[src/rtl/core/fbe_pkg.sv]
// ----------------------------------------------------------------------------
// fbe_pkg
// Shared types and constants of the framebuffer blit engine.
// ----------------------------------------------------------------------------
package fbe_pkg;

    localparam int ADDR_W    = 32;
    localparam int POS_W     = 10;
    localparam int DIM_W     = 11;
    localparam int COLOR_W   = 16;
    localparam int MODE_W    = 2;
    localparam int OFFS_W    = 22;
    localparam int CFG_IDX_W = 2;

    localparam int MAX_DIM_DEFAULT = 1024;
    localparam int QUEUE_DEPTH     = 4;

    // request types
    localparam logic REQ_START = 1'b0;
    localparam logic REQ_DATA  = 1'b1;

    // draw modes, code 3 is unused
    localparam logic [MODE_W-1:0] MODE_BITMAP = 2'd0;
    localparam logic [MODE_W-1:0] MODE_FILL   = 2'd1;
    localparam logic [MODE_W-1:0] MODE_COPY   = 2'd2;

    // register indexes
    localparam logic [CFG_IDX_W-1:0] CFG_FRAME_BASE  = 2'd0;
    localparam logic [CFG_IDX_W-1:0] CFG_LINE_PIXELS = 2'd1;
    localparam logic [CFG_IDX_W-1:0] CFG_FORE_COLOUR = 2'd2;

    localparam logic [ADDR_W-1:0]  FRAME_BASE_RESET  = 32'h0000_0000;
    localparam logic [DIM_W-1:0]   LINE_PIXELS_RESET = 11'd480;
    localparam logic [COLOR_W-1:0] FORE_COLOUR_RESET = 16'hffff;

    // index of the last bit of a bitmap byte
    localparam logic [2:0] BIT_LAST = 3'd7;

    typedef struct packed {
        logic [ADDR_W-1:0]  frame_base;
        logic [DIM_W-1:0]   line_pixels;
        logic [COLOR_W-1:0] fore_colour;
    } cfg_t;

    // classified request, as queued between front and back
    typedef struct packed {
        logic               is_start;
        logic               go;        // start that arms the engine
        logic [MODE_W-1:0]  mode;
        logic [DIM_W-1:0]   width;     // already clamped
        logic [DIM_W-1:0]   height;
        logic [COLOR_W-1:0] invert;
        logic [OFFS_W-1:0]  offset;    // y * stride + x, in pixels
        logic [COLOR_W-1:0] data;
    } cmd_t;

endpackage

[src/rtl/core/fbe_front.sv]
// ----------------------------------------------------------------------------
// fbe_front
// Accepts requests, clamps sizes, checks the mode and computes the pixel
// offset of the rectangle origin. One registered stage feeds the queue.
// ----------------------------------------------------------------------------
module fbe_front #(
    parameter int MAX_DIM = fbe_pkg::MAX_DIM_DEFAULT
) (
    input  logic                        aclk,
    input  logic                        aresetn,
    input  logic [fbe_pkg::DIM_W-1:0]   line_pixels,
    input  logic                        s_valid,
    output logic                        s_ready,
    input  logic                        s_req_type,
    input  logic [fbe_pkg::POS_W-1:0]   s_pos_x,
    input  logic [fbe_pkg::POS_W-1:0]   s_pos_y,
    input  logic [fbe_pkg::DIM_W-1:0]   s_width_px,
    input  logic [fbe_pkg::DIM_W-1:0]   s_height_px,
    input  logic [fbe_pkg::MODE_W-1:0]  s_draw_mode,
    input  logic [fbe_pkg::COLOR_W-1:0] s_invert_mask,
    input  logic [fbe_pkg::COLOR_W-1:0] s_data_word,
    output logic                        q_valid,
    input  logic                        q_ready,
    output fbe_pkg::cmd_t               q_cmd
);

    logic          stage_valid_reg, stage_valid_next;
    fbe_pkg::cmd_t stage_reg;
    fbe_pkg::cmd_t cmd_next;
    logic [fbe_pkg::DIM_W-1:0]  wid_clamp, hgt_clamp;
    logic [fbe_pkg::OFFS_W-2:0] prod;
    logic                       take;

    assign s_ready = !stage_valid_reg || q_ready;
    assign take    = s_valid && s_ready;

    always_comb begin
        wid_clamp = (32'(s_width_px) > MAX_DIM) ? fbe_pkg::DIM_W'(MAX_DIM) : s_width_px;
        hgt_clamp = (32'(s_height_px) > MAX_DIM) ? fbe_pkg::DIM_W'(MAX_DIM) : s_height_px;
        prod      = (fbe_pkg::OFFS_W-1)'(s_pos_y) * (fbe_pkg::OFFS_W-1)'(line_pixels);

        cmd_next          = '0;
        cmd_next.is_start = (s_req_type == fbe_pkg::REQ_START);
        cmd_next.mode     = s_draw_mode;
        cmd_next.width    = wid_clamp;
        cmd_next.height   = hgt_clamp;
        cmd_next.invert   = s_invert_mask;
        cmd_next.offset   = fbe_pkg::OFFS_W'(prod) + fbe_pkg::OFFS_W'(s_pos_x);
        cmd_next.data     = s_data_word;
        cmd_next.go       = (wid_clamp != '0) && (hgt_clamp != '0) &&
                            (s_draw_mode == fbe_pkg::MODE_BITMAP ||
                             s_draw_mode == fbe_pkg::MODE_FILL ||
                             s_draw_mode == fbe_pkg::MODE_COPY);

        stage_valid_next = stage_valid_reg;
        if (take) begin
            stage_valid_next = 1'b1;
        end else if (q_ready) begin
            stage_valid_next = 1'b0;
        end
    end

    always_ff @(posedge aclk) begin
        if (!aresetn) begin
            stage_valid_reg <= 1'b0;
        end else begin
            stage_valid_reg <= stage_valid_next;
        end
        if (take) begin
            stage_reg <= cmd_next;
        end
    end

    assign q_valid = stage_valid_reg;
    assign q_cmd   = stage_reg;

endmodule

[src/rtl/core/fbe_queue.sv]
// ----------------------------------------------------------------------------
// fbe_queue
// Small request queue between front and back.
// ----------------------------------------------------------------------------
module fbe_queue #(
    parameter int DEPTH = fbe_pkg::QUEUE_DEPTH
) (
    input  logic          aclk,
    input  logic          aresetn,
    input  logic          wr_valid,
    output logic          wr_ready,
    input  fbe_pkg::cmd_t wr_cmd,
    output logic          rd_valid,
    input  logic          rd_ready,
    output fbe_pkg::cmd_t rd_cmd
);

    localparam int PTR_W = (DEPTH > 1) ? $clog2(DEPTH) : 1;
    localparam int CNT_W = $clog2(DEPTH + 1);

    fbe_pkg::cmd_t    entry_reg [DEPTH];
    logic [PTR_W-1:0] wr_ptr_reg, wr_ptr_next;
    logic [PTR_W-1:0] rd_ptr_reg, rd_ptr_next;
    logic [CNT_W-1:0] count_reg, count_next;
    logic             push, pop;

    assign wr_ready = (count_reg != CNT_W'(DEPTH));
    assign rd_valid = (count_reg != '0);
    assign push     = wr_valid && wr_ready;
    assign pop      = rd_valid && rd_ready;
    assign rd_cmd   = entry_reg[rd_ptr_reg];

    always_comb begin
        wr_ptr_next = wr_ptr_reg;
        rd_ptr_next = rd_ptr_reg;
        if (push) begin
            wr_ptr_next = (wr_ptr_reg == PTR_W'(DEPTH - 1)) ? '0 : wr_ptr_reg + 1'b1;
        end
        if (pop) begin
            rd_ptr_next = (rd_ptr_reg == PTR_W'(DEPTH - 1)) ? '0 : rd_ptr_reg + 1'b1;
        end
        count_next = count_reg + CNT_W'(push) - CNT_W'(pop);
    end

    always_ff @(posedge aclk) begin
        if (!aresetn) begin
            wr_ptr_reg <= '0;
            rd_ptr_reg <= '0;
            count_reg  <= '0;
        end else begin
            wr_ptr_reg <= wr_ptr_next;
            rd_ptr_reg <= rd_ptr_next;
            count_reg  <= count_next;
        end
        if (push) begin
            entry_reg[wr_ptr_reg] <= wr_cmd;
        end
    end

endmodule

[src/rtl/core/fbe_back.sv]
// ----------------------------------------------------------------------------
// fbe_back
// Executes queued requests: holds the rectangle state and expands data
// items into pixel writes, one per unstalled cycle, via an output register.
// ----------------------------------------------------------------------------
module fbe_back #(
    parameter int MAX_DIM = fbe_pkg::MAX_DIM_DEFAULT
) (
    input  logic                        aclk,
    input  logic                        aresetn,
    input  fbe_pkg::cfg_t               cfg,
    input  logic                        q_valid,
    output logic                        q_ready,
    input  fbe_pkg::cmd_t               q_cmd,
    output logic                        m_valid,
    input  logic                        m_ready,
    output logic [fbe_pkg::ADDR_W-1:0]  m_write_addr,
    output logic [fbe_pkg::COLOR_W-1:0] m_pixel_value,
    output logic                        m_op_last
);

    localparam int CW = $clog2(MAX_DIM + 1);

    // rectangle state
    logic                        busy_reg, busy_next;
    logic [fbe_pkg::MODE_W-1:0]  mode_reg, mode_next;
    logic [fbe_pkg::ADDR_W-1:0]  row_start_reg, row_start_next;
    logic [CW-1:0]               row_reg, row_next;
    logic [CW-1:0]               col_reg, col_next;
    logic [CW-1:0]               wid_reg, wid_next;
    logic [CW-1:0]               hgt_reg, hgt_next;
    logic [fbe_pkg::COLOR_W-1:0] inv_reg, inv_next;

    // data item in progress
    logic                        act_reg, act_next;
    logic [fbe_pkg::COLOR_W-1:0] item_reg, item_next;
    logic [2:0]                  cnt_reg, cnt_next;

    // output register
    logic                        m_valid_reg, m_valid_next;
    logic [fbe_pkg::ADDR_W-1:0]  addr_reg, addr_next;
    logic [fbe_pkg::COLOR_W-1:0] pix_reg, pix_next;
    logic                        last_reg, last_next;

    logic          out_free, emit, item_done, pop, is_copy;
    logic [CW-1:0] col_inc, row_inc;
    logic          row_end, rect_end;
    logic [fbe_pkg::COLOR_W-1:0] pix_value;

    assign out_free  = !m_valid_reg || m_ready;
    assign emit      = act_reg && out_free;
    assign is_copy   = (mode_reg == fbe_pkg::MODE_COPY);
    assign col_inc   = col_reg + 1'b1;
    assign row_inc   = row_reg + 1'b1;
    assign row_end   = (col_inc >= wid_reg);
    assign rect_end  = row_end && (row_inc >= hgt_reg);
    assign item_done = emit && (is_copy || row_end || cnt_reg == fbe_pkg::BIT_LAST);
    assign pop       = q_valid && (!act_reg || item_done);
    assign q_ready   = !act_reg || item_done;

    always_comb begin
        if (is_copy) begin
            pix_value = (item_reg != '0) ? (item_reg ^ inv_reg) : '0;
        end else begin
            pix_value = item_reg[7] ? cfg.fore_colour : '0;
        end
    end

    always_comb begin
        busy_next      = busy_reg;
        mode_next      = mode_reg;
        row_start_next = row_start_reg;
        row_next       = row_reg;
        col_next       = col_reg;
        wid_next       = wid_reg;
        hgt_next       = hgt_reg;
        inv_next       = inv_reg;
        act_next       = act_reg;
        item_next      = item_reg;
        cnt_next       = cnt_reg;
        m_valid_next   = m_valid_reg && !m_ready;
        addr_next      = addr_reg;
        pix_next       = pix_reg;
        last_next      = last_reg;

        if (emit) begin
            m_valid_next = 1'b1;
            addr_next    = row_start_reg + (fbe_pkg::ADDR_W'(col_reg) << 1);
            pix_next     = pix_value;
            last_next    = rect_end;
            col_next     = col_inc;
            item_next    = {item_reg[fbe_pkg::COLOR_W-1:8], item_reg[6:0], 1'b0};
            cnt_next     = cnt_reg + 1'b1;
            if (row_end) begin
                col_next       = '0;
                row_next       = row_inc;
                row_start_next = row_start_reg +
                                 (fbe_pkg::ADDR_W'(cfg.line_pixels) << 1);
                if (rect_end) begin
                    busy_next = 1'b0;
                end
            end
            if (item_done) begin
                act_next = 1'b0;
            end
        end

        // a request popped in the same cycle follows the pixel above
        if (pop) begin
            if (q_cmd.is_start) begin
                busy_next      = q_cmd.go;
                mode_next      = q_cmd.mode;
                wid_next       = CW'(q_cmd.width);
                hgt_next       = CW'(q_cmd.height);
                inv_next       = q_cmd.invert;
                row_next       = '0;
                col_next       = '0;
                row_start_next = cfg.frame_base +
                                 (fbe_pkg::ADDR_W'(q_cmd.offset) << 1);
            end else begin
                act_next  = busy_next;
                cnt_next  = '0;
                item_next = (mode_reg == fbe_pkg::MODE_FILL) ? 16'h00ff : q_cmd.data;
            end
        end
    end

    always_ff @(posedge aclk) begin
        if (!aresetn) begin
            busy_reg    <= 1'b0;
            act_reg     <= 1'b0;
            m_valid_reg <= 1'b0;
            mode_reg    <= fbe_pkg::MODE_BITMAP;
            row_reg     <= '0;
            col_reg     <= '0;
            wid_reg     <= '0;
            hgt_reg     <= '0;
        end else begin
            busy_reg    <= busy_next;
            act_reg     <= act_next;
            m_valid_reg <= m_valid_next;
            mode_reg    <= mode_next;
            row_reg     <= row_next;
            col_reg     <= col_next;
            wid_reg     <= wid_next;
            hgt_reg     <= hgt_next;
        end
        row_start_reg <= row_start_next;
        inv_reg       <= inv_next;
        item_reg      <= item_next;
        cnt_reg       <= cnt_next;
        addr_reg      <= addr_next;
        pix_reg       <= pix_next;
        last_reg      <= last_next;
    end

    assign m_valid       = m_valid_reg;
    assign m_write_addr  = addr_reg;
    assign m_pixel_value = pix_reg;
    assign m_op_last     = last_reg;

    // an item only runs inside an armed rectangle
    a_act_busy: assert property (@(posedge aclk) disable iff (!aresetn)
        act_reg |-> busy_reg)
        else $error("data item active while engine idle");

    a_col_range: assert property (@(posedge aclk) disable iff (!aresetn)
        busy_reg |-> (col_reg < wid_reg))
        else $error("column beyond rectangle width");

    a_row_range: assert property (@(posedge aclk) disable iff (!aresetn)
        busy_reg |-> (row_reg < hgt_reg))
        else $error("row beyond rectangle height");

    a_last_idle: assert property (@(posedge aclk) disable iff (!aresetn)
        (emit && rect_end && !(pop && q_cmd.is_start)) |=> !busy_reg)
        else $error("engine still busy after final pixel");

endmodule

[src/rtl/core/framebuffer_blit_engine_unit.sv]
// ----------------------------------------------------------------------------
// framebuffer_blit_engine_unit
// 2D blitter turning rectangle requests into RGB565 framebuffer writes.
//
//   channel   prefix  direction  content
//   request   s_      in         start (origin, size, mode, mask) or data
//   write     m_      out        byte address, pixel value, last flag
//   config    cfg_    in         register index and write data
//
// A bitmap or fill data item gives min(8, pixels left in row) writes, one
// per cycle while the write channel is not stalled, set by the pixel loop
// of the back end; colour copy gives one. Starts, and data items seen while
// idle, give no write. A request passes the front stage register and the
// queue to the back end; the four-entry queue lets requests come in while
// writes are stalled. Reset is synchronous; no clearing pass is needed.
// ----------------------------------------------------------------------------
module framebuffer_blit_engine_unit #(
    parameter int MAX_DIM = fbe_pkg::MAX_DIM_DEFAULT
) (
    input  logic                          aclk,
    input  logic                          aresetn,
    input  logic                          cfg_valid,
    output logic                          cfg_ready,
    input  logic [fbe_pkg::CFG_IDX_W-1:0] cfg_index,
    input  logic [fbe_pkg::ADDR_W-1:0]    cfg_data,
    input  logic                          s_valid,
    output logic                          s_ready,
    input  logic                          s_req_type,
    input  logic [fbe_pkg::POS_W-1:0]     s_pos_x,
    input  logic [fbe_pkg::POS_W-1:0]     s_pos_y,
    input  logic [fbe_pkg::DIM_W-1:0]     s_width_px,
    input  logic [fbe_pkg::DIM_W-1:0]     s_height_px,
    input  logic [fbe_pkg::MODE_W-1:0]    s_draw_mode,
    input  logic [fbe_pkg::COLOR_W-1:0]   s_invert_mask,
    input  logic [fbe_pkg::COLOR_W-1:0]   s_data_word,
    output logic                          m_valid,
    input  logic                          m_ready,
    output logic [fbe_pkg::ADDR_W-1:0]    m_write_addr,
    output logic [fbe_pkg::COLOR_W-1:0]   m_pixel_value,
    output logic                          m_op_last
);

    fbe_pkg::cfg_t cfg_reg, cfg_next;
    fbe_pkg::cmd_t fq_cmd, qb_cmd;
    logic          fq_valid, fq_ready, qb_valid, qb_ready;

    assign cfg_ready = 1'b1;

    always_comb begin
        cfg_next = cfg_reg;
        if (cfg_valid) begin
            case (cfg_index)
                fbe_pkg::CFG_FRAME_BASE:  cfg_next.frame_base  = cfg_data;
                fbe_pkg::CFG_LINE_PIXELS: cfg_next.line_pixels = cfg_data[fbe_pkg::DIM_W-1:0];
                fbe_pkg::CFG_FORE_COLOUR: cfg_next.fore_colour = cfg_data[fbe_pkg::COLOR_W-1:0];
                default: ;
            endcase
        end
    end

    always_ff @(posedge aclk) begin
        if (!aresetn) begin
            cfg_reg.frame_base  <= fbe_pkg::FRAME_BASE_RESET;
            cfg_reg.line_pixels <= fbe_pkg::LINE_PIXELS_RESET;
            cfg_reg.fore_colour <= fbe_pkg::FORE_COLOUR_RESET;
        end else begin
            cfg_reg <= cfg_next;
        end
    end

    fbe_front #(.MAX_DIM(MAX_DIM)) u_front (
        .aclk          (aclk),
        .aresetn       (aresetn),
        .line_pixels   (cfg_reg.line_pixels),
        .s_valid       (s_valid),
        .s_ready       (s_ready),
        .s_req_type    (s_req_type),
        .s_pos_x       (s_pos_x),
        .s_pos_y       (s_pos_y),
        .s_width_px    (s_width_px),
        .s_height_px   (s_height_px),
        .s_draw_mode   (s_draw_mode),
        .s_invert_mask (s_invert_mask),
        .s_data_word   (s_data_word),
        .q_valid       (fq_valid),
        .q_ready       (fq_ready),
        .q_cmd         (fq_cmd)
    );

    fbe_queue #(.DEPTH(fbe_pkg::QUEUE_DEPTH)) u_queue (
        .aclk     (aclk),
        .aresetn  (aresetn),
        .wr_valid (fq_valid),
        .wr_ready (fq_ready),
        .wr_cmd   (fq_cmd),
        .rd_valid (qb_valid),
        .rd_ready (qb_ready),
        .rd_cmd   (qb_cmd)
    );

    fbe_back #(.MAX_DIM(MAX_DIM)) u_back (
        .aclk          (aclk),
        .aresetn       (aresetn),
        .cfg           (cfg_reg),
        .q_valid       (qb_valid),
        .q_ready       (qb_ready),
        .q_cmd         (qb_cmd),
        .m_valid       (m_valid),
        .m_ready       (m_ready),
        .m_write_addr  (m_write_addr),
        .m_pixel_value (m_pixel_value),
        .m_op_last     (m_op_last)
    );

endmodule

[config.mk]
export PLATFORM = sky130hd
export DESIGN_NAME = framebuffer_blit_engine_unit
export DESIGN_NICKNAME = d
export VERILOG_FILES = /design/src/rtl/core/fbe_pkg.sv /design/src/rtl/core/fbe_front.sv /design/src/rtl/core/fbe_queue.sv /design/src/rtl/core/fbe_back.sv /design/src/rtl/core/framebuffer_blit_engine_unit.sv
export SDC_FILE = /design/constraint.sdc
export NUM_CORES = 1
export LEC_CHECK = 0
export ABC_AREA = 1
export BUFFER_PORTS_ARGS = -buffer_cell sky130_fd_sc_hd__buf_2
export CORE_AREA = 2 2 257 259
export CTS_CLUSTER_DIAMETER = 60
export DETAILED_ROUTE_END_ITERATION = 6
export DIE_AREA = 0 0 259 261
export PLACE_DENSITY = 0.74
export SYNTH_ARGS = -nofsm -noshare
export SYNTH_HDL_FRONTEND = slang
export SYNTH_SLANG_ARGS = --single-unit
[constraint.sdc]
create_clock -name aclk -period 6.45 [get_ports aclk]
set_input_delay 1.29 -clock aclk [delete_from_list [all_inputs] [get_ports aclk]]
set_output_delay 1.29 -clock aclk [all_outputs]
set_load 0.02 [all_outputs]
==> Word-level counts from Yosys, hierarchy flattened <==
Memories as Yosys holds them, arrays and structs flattened. A register that Yosys moved wholly into a read port is not among the register bits.
Index checks and enable logic that the tools add are counted.
{ "totals": {"ff_bits": 312, "ram_bits": 320, "inputBits": 116, "out_inout_bits": 52, "elab_cells": 132, "n_memories": 1} }
{ "classes": {"addsub": 11, "multipliers": 1, "n_lt_le_gt_ge": 4, "n_eq_ne": 10, "n_mux": 42, "bitwise_logic": 2, "reduce_logical": 31} }
{ "memory_table": {"columns": ["memory", "words", "word_bits", "rd", "rd_clocked_by_memory_dff", "write_ports", "line", "rtl"], "rows": [
  ["u_queue.entry_reg", 4, 80, 1, 1, 1, "fbe_queue.sv:21", "fbe_pkg::cmd_t entry_reg [DEPTH];"]
]} }
{ "ops": {"columns": ["operator", "count"], "rows": [
  ["32-bit 2-to-1 mux", 4],
  ["11-bit 2-to-1 mux", 10],
  ["16-bit 2-to-1 mux", 6],
  ["32-bit by 12-bit adder with 32-bit output", 2],
  ["32-bit by 23-bit adder with 32-bit output", 1],
  ["11-bit by 1-bit adder with 11-bit output (second input constant)", 2],
  ["21-bit by 10-bit adder with 22-bit output", 1],
  ["11-bit greater-or-equal comparator", 2],
  ["11-bit > comparator (second input constant)", 2],
  ["11-bit nonzero test", 2],
  ["10-bit by 11-bit multiplier with 21-bit output", 1],
  ["16-bit nonzero test", 1],
  ["16-bit bitwise XOR", 1],
  ["1-bit 2-to-1 mux", 14],
  ["2-bit equality test (second input constant)", 5],
  ["1-bit logical AND", 9],
  ["3-bit 2-to-1 mux", 3],
  ["2-bit 2-to-1 mux", 4],
  ["8-bit 2-to-1 mux", 1],
  ["2-bit AND reduction", 4],
  ["1-bit logical OR", 7],
  ["2-bit by 1-bit equality test with 1-bit output (second input constant)", 3],
  ["2-bit by 1-bit adder with 2-bit output (second input constant)", 2],
  ["1-bit logical NOT", 4],
  ["9 further kinds", 10]
]} }

==> Longest topological paths before layout <==
{ "depth": {"word_depth": 9, "depth_mapped": 24, "depth_no_buf": 22} }

==> By module <==
A second synthesis with hierarchy kept.
{ "hier_totals": {"cells_unflattened": 3502, "hier_area_um2": 33002.9} }
{ "modules_own_cells": {"columns": ["mod", "instances", "cells_each", "area_per_inst_um2", "seq_area_each_um2"], "rows": [
  ["fbe_queue", 1, 842, 12320.6, 9789.4],
  ["fbe_back", 1, 1478, 10811.6, 4043.9],
  ["fbe_front", 1, 832, 7298.2, 2422.3],
  ["framebuffer_blit_engine_unit", 1, 350, 2572.5, 1181.1]
]} }

==> Worst setup path before layout <==
No wires, ideal clock.
{ "synth_timing": {"kind": "in2reg", "start": "input port s_pos_y[1] (netlist name)", "end": "register u_front.stage_reg (netlist bit u_front.q_cmd[31]), data pin", "t_arrival_ps": 5482, "required_ps": 6188, "slack_ps": 705, "cell_stages": 19, "cell_sequence": "clkbuf_1 > nand2_1 > fa_1 > inv_1 > fa_1 > inv_1 > fa_1 > inv_1 > fa_1 > inv_1 > fa_1 > inv_1 > ha_1 > a21o_1 > a31oi_1 > nand2_1 > a31oi_1 > o21bai_1 > xor2_1"} }
{ "synth_lines": {"columns": ["element", "line", "rtl"], "rows": [
  ["start: declaration", "framebuffer_blit_engine_unit.sv:30", "input logic [fbe_pkg::POS_W-1:0] s_pos_y,"],
  ["end signal: assignment", "fbe_front.sv:70", "stage_reg <= cmd_next;"],
  ["end: declaration", "fbe_front.sv:28", "fbe_pkg::cmd_t stage_reg;"]
]} }

==> reports/summary.json <==
{
  "synth": {
    "synth.cell_area_um2": 31600,
    "synth_edf_count": 474,
    "synth-seq-area-share_pct": 55.2,
    "async_flop_share_pct": 0,
    "synth.net_count": 3542,
    "synth_area_per_cell_um2": 9.87,
    "synth_cell_type_count": 49,
    "synthesis.yosys.warnings": 0,
    "postSynthRegisterBits": 634,
    "yosys_most_used_dff": "sky130_fd_sc_hd__edfxtp_1",
    "syn_inst": 3201
  },
  "critical_path": {
    "worst_path_max_delay_cell": "sky130_fd_sc_hd__dfxtp_1",
    "worst-endpoint-required_ps": 6850,
    "crit_path_from": "cfg_reg[22]$_SDFFE_PN1P_",
    "worstSetupEndpointType": "register",
    "worstPathMaxFanout": 10,
    "timing.critical_path.mode_cell": "sky130_fd_sc_hd__inv_1",
    "worst_setup_path_start_kind": "register",
    "worstReg2RegStart": "cfg_reg[22]$_SDFFE_PN1P_",
    "timing_worst_setup_path_type": "reg2reg",
    "critical_path.max_stage_delay_ps": 810,
    "worst_ep_arrival_time_ps": 5690,
    "timing.critical_path.cells": "nand2_1, fa_1, inv_1, fa_1, inv_1, fa_1, inv_1, fa_1, inv_1, fa_1, inv_1, ha_1, nand2_1, nor2_1, inv_1, o21ai_0, a21oi_1, xnor2_1"
  },
  "global_routing": {
    "grt_max_degree": 101,
    "grt_pass1_vias": 21500,
    "gr-usage-all-layers_pct": 22.5,
    "global_route_wire_length_before_repair_um": 118000,
    "overflow_after_grt": 0,
    "antenna_found_initial": 5
  },
  "clock_tree": {
    "h-tree-depth": 2,
    "clk_root_buffer_cell": "sky130_fd_sc_hd__clkbuf_16",
    "max-clock-path-buffers": 3,
    "cts_num_sinks": 634,
    "cts.repair_timing.setup_buffer_count": 0,
    "hold_buffers": 0,
    "cts.clk_slew.worst_paths_ps": 70,
    "postCtsResizedCells": 0,
    "clkLatencyLatePin_ps": 660,
    "numCtsBuffers": 61,
    "cts_tree": "built"
  },
  "placed_design": {
    "place_hpwl_um": 53700,
    "port_buffers": 166,
    "gp_congestion": 0.939,
    "placed_cells_incl_taps": 4138,
    "place_area_um2": 33300
  },
  "finish": {
    "multi_input_comb_area_um2": 12200,
    "layoutNonFillerInstCount": 4255,
    "n_fill_cell": 5552,
    "flip_flop_count_of_the_largest_register_all_copies_and_words_added": 320,
    "finish.net_count": 3678,
    "final-seq-area_um2": 17400,
    "most-common-layout-cells": "sky130_fd_sc_hd__nand2_1, sky130_fd_sc_hd__edfxtp_1, sky130_fd_sc_hd__inv_1, sky130_fd_sc_hd__nor2_1, sky130_fd_sc_hd__o21ai_0",
    "postLayoutCellArea_um2": 35300,
    "area_growth_pct": 11.9,
    "commonest_non_fill_non_tap_cell_in_the_layout": "sky130_fd_sc_hd__nand2_1",
    "drive_gt1_share_pct": 9.38
  },
  "drt": {
    "route.final.wire_length_um": 76800,
    "num_vias": 22700,
    "post-route-drc-count": 0,
    "route.detailed.vias_per_inst": 5.34,
    "route.antenna.remaining_nets": 0,
    "routed_wire_length_per_instance_um": 18.0,
    "initialDrtViolationCount": 1989,
    "drt_pass1_iterations": 6
  },
  "pwr": {
    "sum_of_internal_switching_and_leakage_power_uw": 14600,
    "p_per_area_nw_per_um2": 414,
    "peak_vdd_ir_mv": 0.256,
    "p_leak_uw": 0.0150
  },
  "floorplan": {
    "start_util_pct": 48.6,
    "io_pins": 168,
    "fp-row-count": 94,
    "floorplan.die.width_um": 259,
    "die_h_um": 261,
    "placeableCoreArea_um2": 65000,
    "floorplan.die_area_um2": 67600
  },
  "sta": {
    "finalHoldViolCount": 0,
    "finalMaxSlewViolations": 0,
    "max_freq_mhz": 189,
    "timing.clock.skew_ps": 53.3,
    "final.min_clock_period_ps": 5280,
    "final_min_period_over_clock_period_pct": 81.9,
    "grt_setup_unrepaired": "false",
    "max_slew.worst_pin.slew_ps": 1050,
    "slew_headroom_pct": 29.9,
    "finalSetupTns_ps": 0,
    "finalSetupViolations": 0
  },
  "min_path": {
    "hp-class": "reg2reg",
    "min_from": "u_back.cnt_reg[2]$_DFF_P_"
  },
  "run_status": {
    "run_status": "finished clean"
  },
  "job": {
    "max-cap-violations": 0
  }
}
[routing by layer]
metal	GRT usage [%]	part of all wire, %
met5	0	0.072
met4	6.79	2.7
met3	4.34	7.5
met2	36.7	46
met1	30.6	43
[through the flow]
step / worst slack (ps) / util [%] / hold slack (ps)
finish: 1170 / 54.3 / 475
global route: 877 / 54.3 / 487
CTS: 1240 / 54.3 / 471
detailed placement: 536 / 51.2 / 461
global placement: 566 / 51.2 / 454
floorplan: 705 / - / 400
[area by class of cell]
type,count,share of cell area [%]
sequential,634,49.4
multi-input combinational,2059,34.6
clock buffer,74,4.46
inverter,381,4.06
timing repair buffer,200,3.07
tap,864,3.06
clock inverter,41,1.35
antenna,2,0.0142
[worst max-delay path, delay by kind of cell (launching register included)]
kind / cells / cell delay, ps
AO/OA/AOI/OAI: 2 / 490
adder cells (fa/ha/maj): 6 / 2850
AND/OR/NAND/NOR: 3 / 430
buffers and inverters: 6 / 290
flip-flops: 1 / 810
XOR/XNOR: 1 / 150
[kinds of logic (layout without fill, tap and decap cells)]
| logic type | Yosys count | in the layout | share of synthesized area (%) |
|---|---|---|---|
| compound gates | 537 | 537 | 9.34 |
| xor+xnor | 107 | 107 | 2.97 |
| fa+ha+maj | 225 | 225 | 10.9 |
| buf+inv | 508 | 696 | 6.19 |
| flops | 634 | 634 | 55.2 |
| mux | 3 | 3 | 0.0951 |
| other cells | 1 | 3 | 0.0119 |
| simple gates | 1186 | 1186 | 15.3 |
[synth_stat cells, types with 2 or more instances]
master	instances	share of area, %
sky130_fd_sc_hd__buf_2	14	0.22
sky130_fd_sc_hd__o21ai_1	10	0.16
sky130_fd_sc_hd__nor2_1	338	4.0
sky130_fd_sc_hd__edfxtp_1	474	45
sky130_fd_sc_hd__and2_1	4	0.079
sky130_fd_sc_hd__o21ai_0	238	3.8
sky130_fd_sc_hd__a21boi_0	3	0.071
sky130_fd_sc_hd__inv_1	378	4.5
sky130_fd_sc_hd__xor2_1	67	1.9
sky130_fd_sc_hd__nand4_1	24	0.48
sky130_fd_sc_hd__o21a_1	4	0.095
sky130_fd_sc_hd__o31ai_1	16	0.38
sky130_fd_sc_hd__nor3_2	4	0.13
sky130_fd_sc_hd__o21bai_1	5	0.12
sky130_fd_sc_hd__nand2_1	640	7.6
sky130_fd_sc_hd__a21oi_1	177	2.8
sky130_fd_sc_hd__fa_1	85	5.4
sky130_fd_sc_hd__o22ai_1	39	0.77
sky130_fd_sc_hd__a211oi_1	2	0.048
sky130_fd_sc_hd__nor3_1	26	0.41
sky130_fd_sc_hd__a31oi_1	6	0.12
sky130_fd_sc_hd__ha_1	140	5.5
sky130_fd_sc_hd__xnor2_1	40	1.1
sky130_fd_sc_hd__nor4_1	6	0.12
sky130_fd_sc_hd__dfxtp_1	160	10
sky130_fd_sc_hd__mux2i_1	3	0.095
sky130_fd_sc_hd__a221oi_1	22	0.61
sky130_fd_sc_hd__o211ai_1	4	0.095
sky130_fd_sc_hd__clkinv_1	2	0.024
sky130_fd_sc_hd__and3_1	2	0.040
sky130_fd_sc_hd__or4_1	2	0.048
sky130_fd_sc_hd__buf_4	6	0.14
sky130_fd_sc_hd__buf_1	7	0.083
sky130_fd_sc_hd__nand3_1	128	2.0
sky130_fd_sc_hd__nand3b_1	3	0.071
sky130_fd_sc_hd__clkbuf_1	99	1.2
sky130_fd_sc_hd__a21o_1	8	0.19
sky130_fd_sc_hd__nand2_2	4	0.079
[report_power, final]
part	internal, uW	switching, uW
clock network	2040	1560
logic	1710	3480
registers	5300	518
[path summary, 6_finish.rpt]
kind / cells after the start / slack, ps / end
setup / recovery: 18 / 1170 / u_front.q_cmd[32]$_DFFE_PP_
hold / removal: 2 / 470 / u_back.cnt_reg[2]$_DFF_P_
setup reg to reg: 18 / 1170 / u_front.q_cmd[32]$_DFFE_PP_
hold reg to reg: 2 / 470 / u_back.cnt_reg[2]$_DFF_P_
Note: power is estimated with default switching activity, not from simulation.
